File: src/rtl/core/acs_pkg.sv
package acs_pkg;

    // Field widths
    localparam int unsigned CmdW  = 16;
    localparam int unsigned CoefW = 16;
    localparam int unsigned DiffW = CmdW + 1;
    localparam int unsigned CfgIdxW = 3;

    // Register indexes on the configuration port
    typedef enum logic [CfgIdxW-1:0] {
        CFG_FWD_RISE  = 3'd0,
        CFG_FWD_FALL  = 3'd1,
        CFG_YAW_RISE  = 3'd2,
        CFG_YAW_FALL  = 3'd3,
        CFG_REV_RISE  = 3'd4,
        CFG_REV_FALL  = 3'd5,
        CFG_SLOW      = 3'd6,
        CFG_YAW_SMOOTH = 3'd7
    } t_cfg_idx;

    // Register reset values
    localparam logic [CoefW-1:0] FwdRiseRst = 16'd49152;
    localparam logic [CoefW-1:0] FwdFallRst = 16'd62259;
    localparam logic [CoefW-1:0] YawRiseRst = 16'd55706;
    localparam logic [CoefW-1:0] YawFallRst = 16'd62259;
    localparam logic [CoefW-1:0] RevRiseRst = 16'd55706;
    localparam logic [CoefW-1:0] RevFallRst = 16'd49152;
    localparam logic [CoefW-1:0] SlowRst    = 16'd16384;

    // Sequencer states
    typedef enum logic [2:0] {
        ST_IDLE,
        ST_SCALE,
        ST_LOAD,
        ST_SMOOTH,
        ST_DONE
    } t_state;

    // Start request to a serial multiplier
    typedef struct packed {
        logic                    start;
        logic signed [DiffW-1:0] a;
        logic        [CoefW-1:0] coef;
    } t_mul_req;

endpackage

File: src/rtl/core/acs_if.sv
interface acs_in_if;
    logic               valid;
    logic               ready;
    logic signed [15:0] fwd_cmd;
    logic signed [15:0] yaw_cmd;
    logic               reverse_mode;
    logic               stop_hold;
    logic               slow_on;

    modport source (output valid, fwd_cmd, yaw_cmd, reverse_mode, stop_hold, slow_on,
                    input ready);
    modport sink   (input valid, fwd_cmd, yaw_cmd, reverse_mode, stop_hold, slow_on,
                    output ready);
endinterface

interface acs_out_if;
    logic               valid;
    logic               ready;
    logic signed [15:0] fwd_out;
    logic signed [15:0] yaw_out;

    modport source (output valid, fwd_out, yaw_out, input ready);
    modport sink   (input valid, fwd_out, yaw_out, output ready);
endinterface

File: src/rtl/core/acs_serial_mul.sv
module acs_serial_mul (
    input  logic                              i_clk,
    input  logic                              i_rst_n,
    input  acs_pkg::t_mul_req                 i_req,
    output logic                              o_done,
    output logic signed [acs_pkg::DiffW-1:0]  o_prod
);
    import acs_pkg::*;

    localparam int unsigned AccW = DiffW + 1;
    localparam int unsigned CntW = $clog2(CoefW);
    localparam logic [CntW-1:0] LastCnt = CntW'(CoefW - 1);

    logic                    r_busy;
    logic                    r_done;
    logic [CntW-1:0]         r_cnt;
    logic signed [DiffW-1:0] r_a;
    logic [CoefW-1:0]        r_coef;
    logic signed [AccW-1:0]  r_acc;

    logic signed [AccW:0]    n_sum;

    // One coefficient bit per cycle, LSB first; each step shifts right with floor
    always_comb begin
        n_sum = {r_acc[AccW-1], r_acc};
        if (r_coef[0]) begin
            n_sum = n_sum + {{2{r_a[DiffW-1]}}, r_a};
        end
    end

    // Control
    always_ff @(posedge i_clk) begin
        if (!i_rst_n) begin
            r_busy <= 1'b0;
            r_done <= 1'b0;
            r_cnt  <= '0;
        end else begin
            r_done <= 1'b0;
            if (i_req.start) begin
                r_busy <= 1'b1;
                r_cnt  <= '0;
            end else if (r_busy) begin
                r_cnt <= r_cnt + 1'b1;
                if (r_cnt == LastCnt) begin
                    r_busy <= 1'b0;
                    r_done <= 1'b1;
                end
            end
        end
    end

    // Datapath
    always_ff @(posedge i_clk) begin
        if (i_req.start) begin
            r_a    <= i_req.a;
            r_coef <= i_req.coef;
            r_acc  <= '0;
        end else if (r_busy) begin
            r_coef <= r_coef >> 1;
            r_acc  <= n_sum[AccW:1];
        end
    end

    assign o_done = r_done;
    assign o_prod = r_acc[DiffW-1:0];

endmodule

File: src/rtl/core/asymmetric_command_smoother.sv
// Two-channel velocity command smoother (forward speed, yaw rate, Q3.12).
// Input channel i_cmd: valid/ready, one command item per handshake.
// Output channel o_res: valid/ready, one smoothed item per command item,
// none for an item that carries stop_hold (its state is left unchanged).
// Configuration: i_cfg_we / i_cfg_idx / i_cfg_data write one coefficient
// register per clock; write only while the block is idle.
// Processing: commands go through two bit-serial multipliers, one per channel,
// one coefficient bit per cycle. Slow-down scaling takes one pass and
// smoothing another. The next item can be accepted in the cycle after the
// result is loaded into the output register, so a new item is not taken
// while the last one is still being computed.
// Reset (synchronous, active low) loads the default coefficients, clears
// both channel memories and empties the output register.
// A stalled receiver holds the result in the output register; one further
// item is accepted and computed, then waits until the register frees.
module asymmetric_command_smoother (
    input  logic                              i_clk,
    input  logic                              i_rst_n,
    acs_in_if.sink                            i_cmd,
    acs_out_if.source                         o_res,
    input  logic                              i_cfg_we,
    input  logic [acs_pkg::CfgIdxW-1:0]       i_cfg_idx,
    input  logic [acs_pkg::CoefW-1:0]         i_cfg_data
);
    import acs_pkg::*;

    // Configuration registers
    logic [CoefW-1:0] r_fwd_rise, r_fwd_fall, r_yaw_rise, r_yaw_fall;
    logic [CoefW-1:0] r_rev_rise, r_rev_fall, r_slow;
    logic             r_yaw_smooth;

    // Item and channel state
    t_state                 r_state, n_state;
    logic signed [CmdW-1:0] r_fwd, r_yaw;
    logic                   r_rev;
    logic signed [CmdW-1:0] r_prev_fwd, r_prev_yaw;
    logic                   r_out_valid;
    logic signed [CmdW-1:0] r_fwd_out, r_yaw_out;

    t_mul_req                mul_req_f, mul_req_y;
    logic                    done_f, done_y;
    logic signed [DiffW-1:0] prod_f, prod_y;

    logic accept, out_free, load_out;
    logic signed [DiffW-1:0] sum_f, sum_y;
    logic signed [CmdW-1:0]  fo, yo, n_prev_yaw;

    assign i_cmd.ready = (r_state == ST_IDLE);
    assign accept      = i_cmd.valid && i_cmd.ready;
    assign out_free    = !r_out_valid || o_res.ready;
    assign load_out    = (r_state == ST_DONE) && out_free;

    // Configuration writes
    always_ff @(posedge i_clk) begin
        if (!i_rst_n) begin
            r_fwd_rise   <= FwdRiseRst;
            r_fwd_fall   <= FwdFallRst;
            r_yaw_rise   <= YawRiseRst;
            r_yaw_fall   <= YawFallRst;
            r_rev_rise   <= RevRiseRst;
            r_rev_fall   <= RevFallRst;
            r_slow       <= SlowRst;
            r_yaw_smooth <= 1'b1;
        end else if (i_cfg_we) begin
            unique case (t_cfg_idx'(i_cfg_idx))
                CFG_FWD_RISE:   r_fwd_rise   <= i_cfg_data;
                CFG_FWD_FALL:   r_fwd_fall   <= i_cfg_data;
                CFG_YAW_RISE:   r_yaw_rise   <= i_cfg_data;
                CFG_YAW_FALL:   r_yaw_fall   <= i_cfg_data;
                CFG_REV_RISE:   r_rev_rise   <= i_cfg_data;
                CFG_REV_FALL:   r_rev_fall   <= i_cfg_data;
                CFG_SLOW:       r_slow       <= i_cfg_data;
                CFG_YAW_SMOOTH: r_yaw_smooth <= i_cfg_data[0];
                default: ;
            endcase
        end
    end

    // Multiplier requests: scale pass from the input, smoothing pass from the item
    always_comb begin
        mul_req_f = '0;
        mul_req_y = '0;
        unique case (r_state)
            ST_IDLE: begin
                mul_req_f.start = accept && !i_cmd.stop_hold && i_cmd.slow_on;
                mul_req_f.a     = DiffW'(i_cmd.fwd_cmd);
                mul_req_f.coef  = r_slow;
                mul_req_y.start = mul_req_f.start;
                mul_req_y.a     = DiffW'(i_cmd.yaw_cmd);
                mul_req_y.coef  = r_slow;
            end
            ST_LOAD: begin
                mul_req_f.start = 1'b1;
                mul_req_f.a     = DiffW'(r_prev_fwd) - DiffW'(r_fwd);
                if (r_fwd > r_prev_fwd) begin
                    mul_req_f.coef = r_rev ? r_rev_rise : r_fwd_rise;
                end else begin
                    mul_req_f.coef = r_rev ? r_rev_fall : r_fwd_fall;
                end
                mul_req_y.start = 1'b1;
                mul_req_y.a     = DiffW'(r_prev_yaw) - DiffW'(r_yaw);
                mul_req_y.coef  = (r_yaw > r_prev_yaw) ? r_yaw_rise : r_yaw_fall;
            end
            default: ;
        endcase
    end

    acs_serial_mul u_mul_fwd (
        .i_clk   (i_clk),
        .i_rst_n (i_rst_n),
        .i_req   (mul_req_f),
        .o_done  (done_f),
        .o_prod  (prod_f)
    );

    acs_serial_mul u_mul_yaw (
        .i_clk   (i_clk),
        .i_rst_n (i_rst_n),
        .i_req   (mul_req_y),
        .o_done  (done_y),
        .o_prod  (prod_y)
    );

    // Filter outputs; the result lies between command and memory, so no saturation
    always_comb begin
        sum_f = DiffW'(r_fwd) + prod_f;
        sum_y = DiffW'(r_yaw) + prod_y;
        fo    = (r_fwd == '0) ? '0 : sum_f[CmdW-1:0];
        if (r_yaw == '0) begin
            yo         = '0;
            n_prev_yaw = '0;
        end else if (r_yaw_smooth) begin
            yo         = sum_y[CmdW-1:0];
            n_prev_yaw = sum_y[CmdW-1:0];
        end else begin
            yo         = r_yaw;
            n_prev_yaw = r_prev_yaw;
        end
    end

    // Sequencer
    always_comb begin
        n_state = r_state;
        unique case (r_state)
            ST_IDLE: begin
                if (accept && !i_cmd.stop_hold) begin
                    n_state = i_cmd.slow_on ? ST_SCALE : ST_LOAD;
                end
            end
            ST_SCALE:  if (done_f) n_state = ST_LOAD;
            ST_LOAD:   n_state = ST_SMOOTH;
            ST_SMOOTH: if (done_f) n_state = ST_DONE;
            ST_DONE:   if (out_free) n_state = ST_IDLE;
            default:   n_state = ST_IDLE;
        endcase
    end

    always_ff @(posedge i_clk) begin
        if (!i_rst_n) begin
            r_state <= ST_IDLE;
        end else begin
            r_state <= n_state;
        end
    end

    // Item registers
    always_ff @(posedge i_clk) begin
        if (accept) begin
            r_fwd <= i_cmd.fwd_cmd;
            r_yaw <= i_cmd.yaw_cmd;
            r_rev <= i_cmd.reverse_mode;
        end else if (r_state == ST_SCALE && done_f && done_y) begin
            r_fwd <= prod_f[CmdW-1:0];
            r_yaw <= prod_y[CmdW-1:0];
        end
    end

    // Channel memories and output register
    always_ff @(posedge i_clk) begin
        if (!i_rst_n) begin
            r_prev_fwd  <= '0;
            r_prev_yaw  <= '0;
            r_out_valid <= 1'b0;
        end else begin
            if (load_out) begin
                r_prev_fwd  <= fo;
                r_prev_yaw  <= n_prev_yaw;
                r_out_valid <= 1'b1;
            end else if (o_res.ready) begin
                r_out_valid <= 1'b0;
            end
        end
    end

    always_ff @(posedge i_clk) begin
        if (load_out) begin
            r_fwd_out <= fo;
            r_yaw_out <= yo;
        end
    end

    assign o_res.valid   = r_out_valid;
    assign o_res.fwd_out = r_fwd_out;
    assign o_res.yaw_out = r_yaw_out;

endmodule
File: src/flat_wrapper.sv
// flat-port wrapper written by rule: the top's interface ports become plain ports
module asymmetric_command_smoother_flat import acs_pkg::*;
  (i_clk, i_rst_n, i_cfg_we, i_cfg_idx, i_cfg_data, i_cmd_valid, i_cmd_fwd_cmd, i_cmd_yaw_cmd, i_cmd_reverse_mode, i_cmd_stop_hold, i_cmd_slow_on, i_cmd_ready, o_res_valid, o_res_fwd_out, o_res_yaw_out, o_res_ready);
  acs_in_if i_cmd_i ();
  acs_out_if o_res_i ();
  input  logic i_clk;
  input  logic i_rst_n;
  input  logic i_cfg_we;
  input  logic [acs_pkg::CfgIdxW-1:0] i_cfg_idx;
  input  logic [acs_pkg::CoefW-1:0] i_cfg_data;
  input wire logic [$bits(i_cmd_i.valid)-1:0] i_cmd_valid;
  input wire logic [$bits(i_cmd_i.fwd_cmd)-1:0] i_cmd_fwd_cmd;
  input wire logic [$bits(i_cmd_i.yaw_cmd)-1:0] i_cmd_yaw_cmd;
  input wire logic [$bits(i_cmd_i.reverse_mode)-1:0] i_cmd_reverse_mode;
  input wire logic [$bits(i_cmd_i.stop_hold)-1:0] i_cmd_stop_hold;
  input wire logic [$bits(i_cmd_i.slow_on)-1:0] i_cmd_slow_on;
  output wire logic [$bits(i_cmd_i.ready)-1:0] i_cmd_ready;
  output wire logic [$bits(o_res_i.valid)-1:0] o_res_valid;
  output wire logic [$bits(o_res_i.fwd_out)-1:0] o_res_fwd_out;
  output wire logic [$bits(o_res_i.yaw_out)-1:0] o_res_yaw_out;
  input wire logic [$bits(o_res_i.ready)-1:0] o_res_ready;
  assign i_cmd_i.valid = i_cmd_valid;
  assign i_cmd_i.fwd_cmd = i_cmd_fwd_cmd;
  assign i_cmd_i.yaw_cmd = i_cmd_yaw_cmd;
  assign i_cmd_i.reverse_mode = i_cmd_reverse_mode;
  assign i_cmd_i.stop_hold = i_cmd_stop_hold;
  assign i_cmd_i.slow_on = i_cmd_slow_on;
  assign i_cmd_ready = i_cmd_i.ready;
  assign o_res_valid = o_res_i.valid;
  assign o_res_fwd_out = o_res_i.fwd_out;
  assign o_res_yaw_out = o_res_i.yaw_out;
  assign o_res_i.ready = o_res_ready;
  asymmetric_command_smoother u_core (.i_clk(i_clk), .i_rst_n(i_rst_n), .i_cmd(i_cmd_i), .o_res(o_res_i), .i_cfg_we(i_cfg_we), .i_cfg_idx(i_cfg_idx), .i_cfg_data(i_cfg_data));
endmodule
File: config.mk
export PLATFORM = sky130hd
export DESIGN_NAME = asymmetric_command_smoother_flat
export DESIGN_NICKNAME = d
export VERILOG_FILES = /design/src/rtl/core/acs_pkg.sv /design/src/rtl/core/acs_if.sv /design/src/rtl/core/acs_serial_mul.sv /design/src/rtl/core/asymmetric_command_smoother.sv /design/src/flat_wrapper.sv
export SDC_FILE = /design/constraint.sdc
export NUM_CORES = 1
export LEC_CHECK = 0
export CORE_ASPECT_RATIO = 1.25
export CORE_UTILIZATION = 38
export DETAILED_ROUTE_END_ITERATION = 8
export DONT_BUFFER_PORTS = 1
export REMOVE_ABC_BUFFERS = 1
export SLEW_MARGIN = 20
export SYNTH_ARGS = -nofsm -noshare
export SYNTH_HDL_FRONTEND = slang
export SYNTH_SLANG_ARGS = --single-unit
export TNS_END_PERCENT = 50
File: constraint.sdc
create_clock -name i_clk -period 3.4 [get_ports i_clk]
set_clock_uncertainty 0.15 [all_clocks]
set_input_delay 0.17 -clock i_clk [delete_from_list [all_inputs] [get_ports i_clk]]
set_output_delay 0.17 -clock i_clk [all_outputs]
set_load 0.02 [all_outputs]
==> qor.csv, run 1 <==
stage;metric;value;unit
outcome;status;complete, no violations;
pwr;power per cell area;755.9;mW/mm^2
critical_path;Critical Path Start Type;flip-flop;
synth;Synth Warn #;0;
hold_path;Worst Hold Path Cells;5;
global_routing;GRT Util Overall;19.88;%
placement;Post-DP HPWL;33740;um
synth;FF+latch count, synth;328;
hold_path;Hold Path Class;primary input to flip-flop;
final_layout;Layout area overhead;15.12;%
synth;Synth area leaders;dfxtp_1, edfxtp_1, nand2_1;
clock_network;clk sinks;328;
global_routing;vias in the first global route;14210;
placement;RD Place Congestion;0.8950;
clock_network;H-tree depth;2;
floorplanning;I/O pin count;93;
critical_path;worst reg-to-reg setup slack;200;ps
timing;Hold Vio Cnt, Final;0;
final_layout;fin util;44.29;%
timing;final setup violation count;0;
hold_path;worst-case hold path end point;u_core.r_rev_fall[12]$_SDFFE_PN0P_;
floorplanning;Die Ht;246.1;um
clock_network;Clock Path Buffers;3;
placement;Port Buffers;0;
detailed_routing;DRC viols;0;
global_routing;global-route wire length before repair;76400;um
synth;asr flop ratio synth;0;%
global_routing;largest net degree at the start of global routing;148;
synth;post-synthesis sequential area ratio;43.47;%
pwr;peak supply drop;365.2;uV
floorplanning;initial core utilization;38.47;%
timing;Tmin final;3195;ps
detailed_routing;drt wl/cell;18.16;um
detailed_routing;routed wire length;48660;um
synth;Post-synth EDFFs;131;
floorplanning;FP Rows;89;
hold_path;HP Start;i_cfg_idx[1];
critical_path;Reg-to-Reg Start;u_core.r_yaw[0]$_DFFE_PP_;
timing;Final Cycle Share;93.97;%
timing;final worst slack;204.9;ps
critical_path;CP Capture Type;flip-flop;
detailed_routing;detailed router's first-iteration violation count;818;
final_layout;# fillers;4509;
synth;most frequent cells after synthesis;nand2_1, dfxtp_1, nor2_1;
timing;Slew HR;35.98;%
clock_network;Worst-path clk slew;60;ps
final_layout;share of layout cells above drive strength 1;8.583;%
synth;Mapped Area;0.01812;mm^2
final_layout;Non-Filler Instances;2679;
critical_path;CP max FO;4;
detailed_routing;via count;14550;
timing;setup TNS;0;ps
clock_network;Root Buffer;clkbuf_16;
critical_path;WP data arrival;3450;ps
synth;post-synth top area share;21.76;%
synth;Avg Cell Area, Syn;9.264;um^2
clock_network;CTS tree;done;
floorplanning;die width;197.3;um
final_layout;nets;2175;
synth;Yosys top cell by area;dfxtp_1;
timing;RSZ-0062 raised after global routing;false;
critical_path;Register-to-Register Path Depth;12;
clock_network;worst skew pair latency;550;ps
synth;ys flop type;dfxtp_1;
pwr;Lkg Pwr;0.008275;uW
critical_path;Critical R2R Capture;u_core.u_mul_yaw.r_a[16]$_DFFE_PP_;
placement;DP Worst Slack;117.0;ps
synth;Yosys cell types;79;
floorplanning;die area;0.04857;mm^2
timing;Least-Margin Pin Slew;960.2;ps
placement;Cells after DPL;2537;
synth;Syn Inst Count;1956;
timing;Fmax achieved;313.0;MHz
run;Max-Cap Viols;0;
floorplanning;core outline area;0.04710;mm^2
detailed_routing;Final ANT Viol Nets;0;
clock_network;CTS Buf Count;38;
detailed_routing;First-pass DRT Iterations;5;
detailed_routing;DR vias/cell;5.430;
timing;Max Transition Viols Final;0;
synth;most frequent cell after synthesis;nand2_1;
global_routing;Overflow after GRT;0;
critical_path;Req. time, crit path;3650;ps
global_routing;initial antenna violation count;3;
critical_path;Worst Setup Path Type;flip-flop to flip-flop;
-- per-stage QoR --
| step | hold slack [ps] | power (uW) | cell area, um^2 |
|---|---|---|---|
| global placement | 118.5 | 11530 | 18910 |
| detailed placement | 119.2 | 11660 | 18910 |
| global route | 33.73 | 16780 | 20860 |
| CTS | 5.827 | 15850 | 20820 |
| floorplan | 81.94 | 10080 | 17750 |
| finish | 29.77 | 15770 | 20860 |
-- worst max path at each step --
stage | endpoint | from | slack [ps]
2_1_floorplan | u_core.u_mul_fwd.r_acc[15]$_SDFFE_PP0P_ | u_core.r_state[1]$_SDFFE_PN0P_ | -1220
3_3_place_gp | u_core.u_mul_yaw.r_a[16]$_DFFE_PP_ | u_core.r_yaw[0]$_DFFE_PP_ | 150
3_5_place_dp | u_core.u_mul_yaw.r_a[16]$_DFFE_PP_ | u_core.r_yaw[0]$_DFFE_PP_ | 120
4_1_cts | u_core.u_mul_yaw.r_a[16]$_DFFE_PP_ | u_core.r_yaw[0]$_DFFE_PP_ | 80
5_1_grt | u_core.u_mul_yaw.r_a[16]$_DFFE_PP_ | u_core.r_yaw[0]$_DFFE_PP_ | 20
6_report | u_core.u_mul_yaw.r_a[16]$_DFFE_PP_ | u_core.r_yaw[0]$_DFFE_PP_ | 200
-- flip-flops by register name, indices dropped and copies added, names as in the netlist, 17 cells and up --
name / count
u_core.u_mul_yaw.r_a: 17
u_core.u_mul_yaw.r_acc: 18
u_core.u_mul_fwd.r_a: 17
u_core.u_mul_fwd.r_acc: 18
-- cell families (layout without fill, tap and decap cells) --
group / Yosys count / in the layout / synth area share [%]
adders and majority gates: 106 / 106 / 7.568
DFF: 328 / 328 / 43.47
AOI/OAI and AO/OA: 453 / 453 / 16.71
muxes: 111 / 111 / 7.465
buffers and inverters: 164 / 247 / 3.425
other: 0 / 3 / 0
and+or+nand+nor: 716 / 716 / 17.59
xor gates and xnor gates: 78 / 78 / 3.770
-- layout make-up --
| class | instances | area [um^2] | area share [%] |
|---|---|---|---|
| multi-input cells | 1464 | 9674 | 46.38 |
| flip-flops and latches | 328 | 7879 | 37.77 |
| repair buffers | 110 | 1041 | 4.990 |
| inverters | 68 | 255.2 | 1.224 |
| well taps | 637 | 797.0 | 3.821 |
| diodes | 3 | 7.507 | 0.03599 |
| clock inverters | 11 | 66.31 | 0.3179 |
| clock buffers | 58 | 1140 | 5.464 |
-- cells in the final DEF, fill, tap and decap left out, types with 39 or more instances in the layout --
cell	instances
ha_1	100
mux2i_1	62
inv_1	65
dlygate4sd3_1	68
edfxtp_1	131
o21ai_0	63
clkbuf_16	41
a21oi_1	92
nand3_1	95
xnor2_1	48
nand2_1	338
a21boi_0	85
dfxtp_1	196
buf_4	39
nor2_1	132
-- per-layer routing --
layer,up-vias,track usage (%),wire length (um)
li1,7127,-,-
met1,6998,24.75,20970
met2,344,35.04,24250
met3,77,2.806,2222
met4,2,6.544,1202
met5,-,0,13
-- where the power goes --
group | switching (uW) | total [uW] | internal [uW] | leakage (uW)
sequential | 593 | 5560 | 4960 | 0.00285
clock | 1690 | 4010 | 2320 | 0.000592
combinational | 3500 | 6200 | 2700 | 0.00484
total | 5790 | 15800 | 9980 | 0.00828
-- timing repair --
item / in CTS / in global routing
endpoints found under the hold margin: 229 / 0
gates resized for setup: 0 / 5
buffers inserted: 0 / 1
hold buffers: 69 / 0
endpoints found under the setup margin: 0 / 4
-- worst max-delay path, stage by stage (launching register included) --
cell      delay [ps]
edfxtp_1         390
ha_1             180
inv_1             60
fa_1             460
a21o_1           180
a21o_1           210
a21oi_2          190
a21oi_2          100
a32o_2           320
o41ai_4          260
o211ai_1         120
mux2_2           270
a21oi_1          140
(Power assumes the default switching activity.)
==> inputs of run 2 (changes only) <==
REMOVE_ABC_BUFFERS = not set   (was 1)
==> run 2 against run 1 <==
Sequential cell count did not move. Sequential power barely moved. Die area stayed put. Highest routed layer unchanged. Combinational power down 1%. Clock power hardly changed. Global-route usage rose by 0.39 points.
==> qor.csv, run 2 (synthesized netlist as in run 1, its figures left out) <==
stage;metric;value;unit;change
outcome;status;complete, no violations;;unchanged
floorplanning;I/O pin count;93;;unchanged
critical_path;Critical R2R Capture;u_core.u_mul_yaw.r_a[16]$_DFFE_PP_;;unchanged
timing;RSZ-0062 raised after global routing;false;;unchanged
detailed_routing;First-pass DRT Iterations;7;;was 5
floorplanning;FP Rows;89;;unchanged
critical_path;Register-to-Register Path Depth;13;;was 12
hold_path;worst-case hold path end point;u_core.r_fwd_fall[6]$_SDFFE_PN0P_;;was u_core.r_rev_fall[12]$_SDFFE_PN0P_
clock_network;CTS Buf Count;37;;was 38
critical_path;CP Capture Type;flip-flop;;unchanged
global_routing;global-route wire length before repair;78160;um;was 76,400 um
timing;Hold Vio Cnt, Final;0;;unchanged
floorplanning;core outline area;0.04710;mm^2;unchanged
timing;Final Cycle Share;97.78;%;was 93.97%
critical_path;Worst Setup Path Type;primary input to flip-flop;;was flip-flop to flip-flop
clock_network;clk sinks;328;;unchanged
detailed_routing;DR vias/cell;5.404;;was 5.430
critical_path;most used cell, CP;dlygate4sd3_1;;
detailed_routing;detailed router's first-iteration violation count;879;;was 818
final_layout;nets;2169;;was 2,175
clock_network;H-tree depth;2;;unchanged
timing;final worst slack;75.64;ps;was 204.9 ps
floorplanning;die area;0.04857;mm^2;unchanged
clock_network;Worst-path clk slew;60;ps;about the same
clock_network;Root Buffer;clkbuf_16;;unchanged
critical_path;Req. time, crit path;3760;ps;was 3650 ps
placement;Post-DP HPWL;33480;um;was 33,740 um
critical_path;crit-path cells;dlygate4sd3_1, nand2b_1, dlygate4sd3_1, nor2_1, dlygate4sd3_1, buf_4, nand2_1, dlygate4sd3_1, nand3_1, dlygate4sd3_1;;was ha_1, inv_1, fa_1, a21o_1, a21o_1, a21oi_2, a21oi_2, a32o_2, o41ai_4, o211ai_1, mux2_2, a21oi_1
timing;Least-Margin Pin Slew;987.2;ps;was 960.2 ps
floorplanning;initial core utilization;38.47;%;unchanged
floorplanning;Die Ht;246.1;um;unchanged
critical_path;CP max FO;16;;was 4
detailed_routing;DRC viols;0;;unchanged
detailed_routing;routed wire length;48800;um;was 48,660 um
final_layout;commonest non-fill, non-tap cell in the layout;nand2_1;;unchanged
timing;setup TNS;0;ps;unchanged
placement;Cell Area, Placed;0.01887;mm^2;was 0.01891 mm^2
timing;Fmax achieved;300.8;MHz;was 313.0 MHz
critical_path;worst reg-to-reg setup slack;230;ps;was 200 ps
detailed_routing;drt wl/cell;18.25;um;was 18.16 um
hold_path;Hold Path Class;primary input to flip-flop;;unchanged
global_routing;initial antenna violation count;7;;was 3
final_layout;# fillers;4500;;was 4,509
timing;Tmin final;3324;ps;was 3195 ps
synth;Syn Nets;2121;;
placement;DP Worst Slack;139.0;ps;was 117.0 ps
pwr;power per cell area;752.4;mW/mm^2;was 755.9 mW/mm^2
critical_path;WP data arrival;3690;ps;was 3450 ps
final_layout;final instance area;0.02083;mm^2;was 0.02086 mm^2
global_routing;largest net degree at the start of global routing;144;;was 148
final_layout;biggest regs;u_core.u_mul_fwd.r_acc x18, u_core.u_mul_yaw.r_acc x18;;unchanged
hold_path;HP Start;i_cfg_idx[2];;was i_cfg_idx[1]
floorplanning;die width;197.3;um;unchanged
run;Max-Cap Viols;0;;unchanged
final_layout;share of layout cells above drive strength 1;7.969;%;was 8.583%
placement;Port Buffers;0;;unchanged
global_routing;GRT Util Overall;20.27;%;was 19.88%
final_layout;Layout area overhead;14.98;%;was 15.12%
critical_path;Critical Path Start Type;primary input;;was flip-flop
global_routing;Overflow after GRT;0;;unchanged
pwr;Lkg Pwr;0.008213;uW;was 0.008275 uW
detailed_routing;Final ANT Viol Nets;0;;unchanged
critical_path;Reg-to-Reg Start;u_core.r_prev_yaw[0]$_SDFFE_PN0P_;;was u_core.r_yaw[0]$_DFFE_PP_
timing;Max Transition Viols Final;0;;unchanged
detailed_routing;via count;14450;;was 14,550
clock_network;CTS tree;done;;unchanged
critical_path;slowest CP cell;dlygate4sd3_1;;was fa_1
global_routing;vias in the first global route;14540;;was 14,210
clock_network;postcts setup bufs;0;;unchanged
timing;Slew HR;34.19;%;was 35.98%
hold_path;Worst Hold Path Cells;5;;unchanged
pwr;peak supply drop;400.8;uV;was 365.2 uV
timing;final setup violation count;0;;unchanged
critical_path;Largest stage delay, worst path;640;ps;was 460 ps
clock_network;worst skew pair latency;570;ps;was 550 ps
final_layout;most frequent cells in the layout;nand2_1, dfxtp_1, nor2_1, edfxtp_1, ha_1;;unchanged
placement;RD Place Congestion;0.8569;;was 0.8950
clock_network;Clock Path Buffers;3;;unchanged
==> run 2: cell count changes in the layout (fill, tap and decap cells not counted), moves of 3 or more <==
cell | before | now
buf_4 | 39 | 30
clkbuf_1 | 12 | 15
clkbuf_16 | 41 | 37
clkinv_2 | 5 | 1
dlygate4sd3_1 | 68 | 71
inv_6 | 3 | 0
==> run 2: final cells by class <==
| class | instances | area [um^2] | share of cell area [%] |
|---|---|---|---|
| clock buffers | 59 | 1072 | 5.147 |
| clock inverters | 9 | 122.6 | 0.5886 |
| repair buffers | 105 | 1023 | 4.913 |
| multi-input cells | 1464 | 9674 | 46.44 |
| diodes | 4 | 10.01 | 0.04805 |
| inverters | 68 | 255.2 | 1.225 |
| flip-flops and latches | 328 | 7879 | 37.82 |
| well taps | 637 | 797.0 | 3.826 |
==> run 2: how the worst max path moves through the flow <==
stage,slack [ps],endpoint,cells after the start,from
3_5_place_dp,140,u_core.u_mul_yaw.r_a[16]$_DFFE_PP_,12,u_core.r_yaw[0]$_DFFE_PP_
4_1_cts,160,u_core.u_mul_fwd.r_coef[8]$_DFFE_PP_,12,u_core.r_fwd[1]$_DFFE_PP_
6_report,80,u_core.r_yaw_rise[14]$_SDFFE_PN1P_,10,i_cfg_idx[1]
3_3_place_gp,160,u_core.u_mul_yaw.r_a[16]$_DFFE_PP_,13,u_core.r_prev_yaw[0]$_SDFFE_PN0P_
2_1_floorplan,360,u_core.u_mul_fwd.r_coef[10]$_DFFE_PP_,12,u_core.r_fwd[1]$_DFFE_PP_
5_1_grt,10,u_core.r_yaw_rise[14]$_SDFFE_PN1P_,10,i_cfg_idx[1]
==> run 2: worst max-delay path: cells and delay by family <==
kind                   cells  cell delay, ps
buffers and inverters      6            3150
AND/OR/NAND/NOR            4             350
==> run 2: stage by stage <==
stage	cells	hold slack, ps	util [%]	power (uW)
floorplan	1956	118.9	-	10160
global placement	2530	119.0	40.05	11470
detailed placement	2530	119.0	40.05	11580
CTS	2670	21.87	44.16	15750
global route	2674	42.24	44.23	16740
finish	2674	54.75	44.23	15680
==> run 2: what timing repair did <==
| item | 4_1_cts | 5_1_grt |
|---|---|---|
| hold endpoints to repair | 228 | 0 |
| endpoints found under the setup margin | 0 | 7 |
| resized for setup | 0 | 4 |
| hold buffers | 72 | 0 |
==> run 2: layer usage <==
| layer | track usage [%] | share of wire, % |
|---|---|---|
| met1 | 26.02 | 44 |
| met2 | 33.93 | 47 |
| met3 | 4.134 | 6.3 |
| met4 | 6.407 | 2.2 |
| met5 | 0 | 0.041 |
==> run 2: power by group <==
group / internal [uW] / leakage (uW) / switching [uW]
clock: 2270 / 0.000575 / 1710
combinational: 2680 / 0.00479 / 3440
sequential: 4960 / 0.00285 / 617
==> inputs of run 3 (changes only) <==
ABC_CLOCK_PERIOD_IN_PS = 3400   (was not set)
PLACE_DENSITY = 0.56   (was not set)
==> run 3 against run 2 <==
Sequential power is essentially flat. Wire length is essentially flat. Non-clock buffer count grew 6. Final area is essentially flat. Sequential cell count is the same. Clock-buffer cell count shrank 2. Sequential share of layout area is essentially flat. Die area is the same. Critical endpoint is now u_core.u_mul_yaw.r_a[16]$_DFFE_PP_.
==> qor.csv, run 3 (synthesized netlist as in run 1, its figures left out) <==
stage;metric;value;unit;change
final_layout;most frequent cells in the layout;nand2_1, dfxtp_1, nor2_1, edfxtp_1, ha_1;;unchanged
critical_path;WP data arrival;3460;ps;was 3690 ps
run;Max-Cap Viols;0;;unchanged
placement;DP Worst Slack;91.04;ps;was 139.0 ps
final_layout;biggest regs;u_core.u_mul_fwd.r_acc x18, u_core.u_mul_yaw.r_acc x18;;unchanged
critical_path;crit-path cells;inv_1, ha_1, inv_1, fa_1, a21o_1, a21o_1, a21oi_2, a21oi_1, a32o_1, o41ai_4, o211ai_1, mux2_2, a21oi_1;;was dlygate4sd3_1, nand2b_1, dlygate4sd3_1, nor2_1, dlygate4sd3_1, buf_4, nand2_1, dlygate4sd3_1, nand3_1, dlygate4sd3_1
global_routing;Overflow after GRT;0;;unchanged
timing;RSZ-0062 raised after global routing;false;;unchanged
critical_path;Buf/Inv on CP;2;;was 6
hold_path;HP Start;i_cmd_valid;;was i_cfg_idx[2]
placement;RD Place Congestion;0.8917;;was 0.8569
floorplanning;die area;0.04857;mm^2;unchanged
timing;Least-Margin Pin Slew;1009;ps;was 987.2 ps
timing;Fmax achieved;313.5;MHz;was 300.8 MHz
outcome;status;complete, no violations;;unchanged
placement;Cell Area, Placed;0.01887;mm^2;about the same
critical_path;CP Capture Type;flip-flop;;unchanged
timing;setup TNS;0;ps;unchanged
global_routing;largest net degree at the start of global routing;144;;unchanged
timing;Max Transition Viols Final;0;;unchanged
floorplanning;I/O pin count;93;;unchanged
final_layout;# fillers;4530;;was 4,500
critical_path;CP max FO;3;;was 16
timing;Hold Vio Cnt, Final;0;;unchanged
critical_path;Critical Path Start;u_core.r_prev_yaw[0]$_SDFFE_PN0P_;;was i_cfg_idx[1]
final_layout;final instance area;0.02083;mm^2;about the same
final_layout;commonest non-fill, non-tap cell in the layout;nand2_1;;unchanged
critical_path;Largest stage delay, worst path;460;ps;was 640 ps
clock_network;CTS Buf Count;38;;was 37
floorplanning;Die Ht;246.1;um;unchanged
hold_path;Hold Path Class;primary input to flip-flop;;unchanged
pwr;total power;15600;uW;was 15,680 uW
detailed_routing;First-pass DRT Iterations;5;;was 7
placement;Post-DP HPWL;33120;um;was 33,480 um
final_layout;area of the multi-input gates;0.009677;mm^2;was 0.009674 mm^2
final_layout;Layout area overhead;14.93;%;was 14.98%
timing;final worst slack;210.5;ps;was 75.64 ps
critical_path;Critical Path Start Type;flip-flop;;was primary input
pwr;power per cell area;749.3;mW/mm^2;was 752.4 mW/mm^2
clock_network;worst skew pair latency;560;ps;was 570 ps
timing;final hold slack;24.26;ps;was 54.75 ps
critical_path;Register-to-Register Path Depth;13;;unchanged
final_layout;nets;2176;;was 2,169
detailed_routing;via count;14480;;was 14,450
final_layout;share of layout cells above drive strength 1;8.284;%;was 7.969%
critical_path;Worst Setup Path Type;flip-flop to flip-flop;;was primary input to flip-flop
clock_network;clk sinks;328;;unchanged
clock_network;Clock Path Buffers;3;;unchanged
timing;Tmin final;3190;ps;was 3324 ps
clock_network;CTS tree;done;;unchanged
clock_network;Worst-path clk slew;60;ps;about the same
hold_path;Worst Hold Path Cells;4;;was 5
floorplanning;initial core utilization;38.47;%;unchanged
detailed_routing;DR vias/cell;5.403;;was 5.404
global_routing;global-route wire length before repair;77470;um;was 78,160 um
final_layout;FF+latch area;0.007879;mm^2;unchanged
floorplanning;core outline area;0.04710;mm^2;unchanged
critical_path;Critical R2R Capture;u_core.u_mul_yaw.r_a[16]$_DFFE_PP_;;unchanged
global_routing;GRT Util Overall;20.20;%;was 20.27%
floorplanning;die width;197.3;um;unchanged
critical_path;slowest CP cell;fa_1;;was dlygate4sd3_1
timing;Final Cycle Share;93.81;%;was 97.78%
pwr;Lkg Pwr;0.008226;uW;was 0.008213 uW
global_routing;vias in the first global route;14210;;was 14,540
detailed_routing;DRC viols;0;;unchanged
critical_path;Reg-to-Reg Start;u_core.r_prev_yaw[0]$_SDFFE_PN0P_;;unchanged
clock_network;Root Buffer;clkbuf_16;;unchanged
detailed_routing;detailed router's first-iteration violation count;836;;was 879
synth;Syn Nets;2121;;unchanged
critical_path;Req. time, crit path;3670;ps;was 3760 ps
floorplanning;FP Rows;89;;unchanged
clock_network;H-tree depth;2;;unchanged
timing;final setup violation count;0;;unchanged
detailed_routing;drt wl/cell;18.21;um;was 18.25 um
hold_path;worst-case hold path end point;u_core.u_mul_yaw.r_acc[13]$_SDFFE_PP0P_;;was u_core.r_fwd_fall[6]$_SDFFE_PN0P_
detailed_routing;Final ANT Viol Nets;0;;unchanged
detailed_routing;routed wire length;48800;um;about the same
placement;Port Buffers;0;;unchanged
timing;Slew HR;32.70;%;was 34.19%
pwr;peak supply drop;361.9;uV;was 400.8 uV
global_routing;initial antenna violation count;2;;was 7
critical_path;CP delay by family, top;compound AO/OA/AOI/OAI gates;;was buffers and inverters
critical_path;worst reg-to-reg setup slack;210;ps;was 230 ps
-- run 3: layout make-up --
| type | instances | area share [%] |
|---|---|---|
| diodes | 3 | 0.03605 |
| clock buffers | 57 | 5.197 |
| clock inverters | 12 | 0.3785 |
| inverters | 68 | 1.226 |
| multi-input cells | 1464 | 46.47 |
| flip-flops and latches | 328 | 37.83 |
| well taps | 637 | 3.827 |
| repair buffers | 111 | 5.035 |
-- run 3: worst min-delay path, cell delays in order --
cell	delay (ps)
and3b_1	180
o21ai_4	170
o21ai_0	120
a21oi_1	40
-- run 3: layer usage --
metal  track usage, %  vias to the layer above  wire [um]
met5                0                        -         13
met4            6.703                        2       1291
met3            3.573                       91       2263
met2            33.25                      331      22630
met1            26.60                     6934      22590
li1                 -                     7122          -
-- run 3: worst max path at each step --
stage                                                  to  slack, ps  cells past startpoint
floorplan           u_core.u_mul_fwd.r_coef[10]$_DFFE_PP_        360                     12
global placement       u_core.u_mul_yaw.r_a[16]$_DFFE_PP_        170                     13
detailed placement     u_core.u_mul_yaw.r_a[16]$_DFFE_PP_         90                     13
CTS                    u_core.u_mul_yaw.r_a[16]$_DFFE_PP_         80                     12
global route           u_core.u_mul_yaw.r_a[16]$_DFFE_PP_         20                     13
finish                 u_core.u_mul_yaw.r_a[16]$_DFFE_PP_        210                     13
-- run 3: timing repair --
| action | in CTS | in global routing |
|---|---|---|
| endpoints found under the hold margin | 225 | 0 |
| buffers inserted | 0 | 0 |
| hold buffers | 74 | 0 |
| endpoints found under the setup margin | 0 | 10 |
| resized for setup | 0 | 4 |
-- run 3: per-stage QoR --
stage,instances,utilization (%)
after floorplan,1956,-
after global placement,2534,40.06
after detailed placement,2534,40.07
after CTS,2677,44.14
after global routing,2678,44.20
final,2680,44.21
-- run 3: where the power goes --
part           switching (uW)  total (uW)  leakage, uW  internal (uW)
Combinational            3420        6110      0.00481           2690
Sequential                627        5590      0.00285           4970
Clock                    1690        3900     0.000572           2210
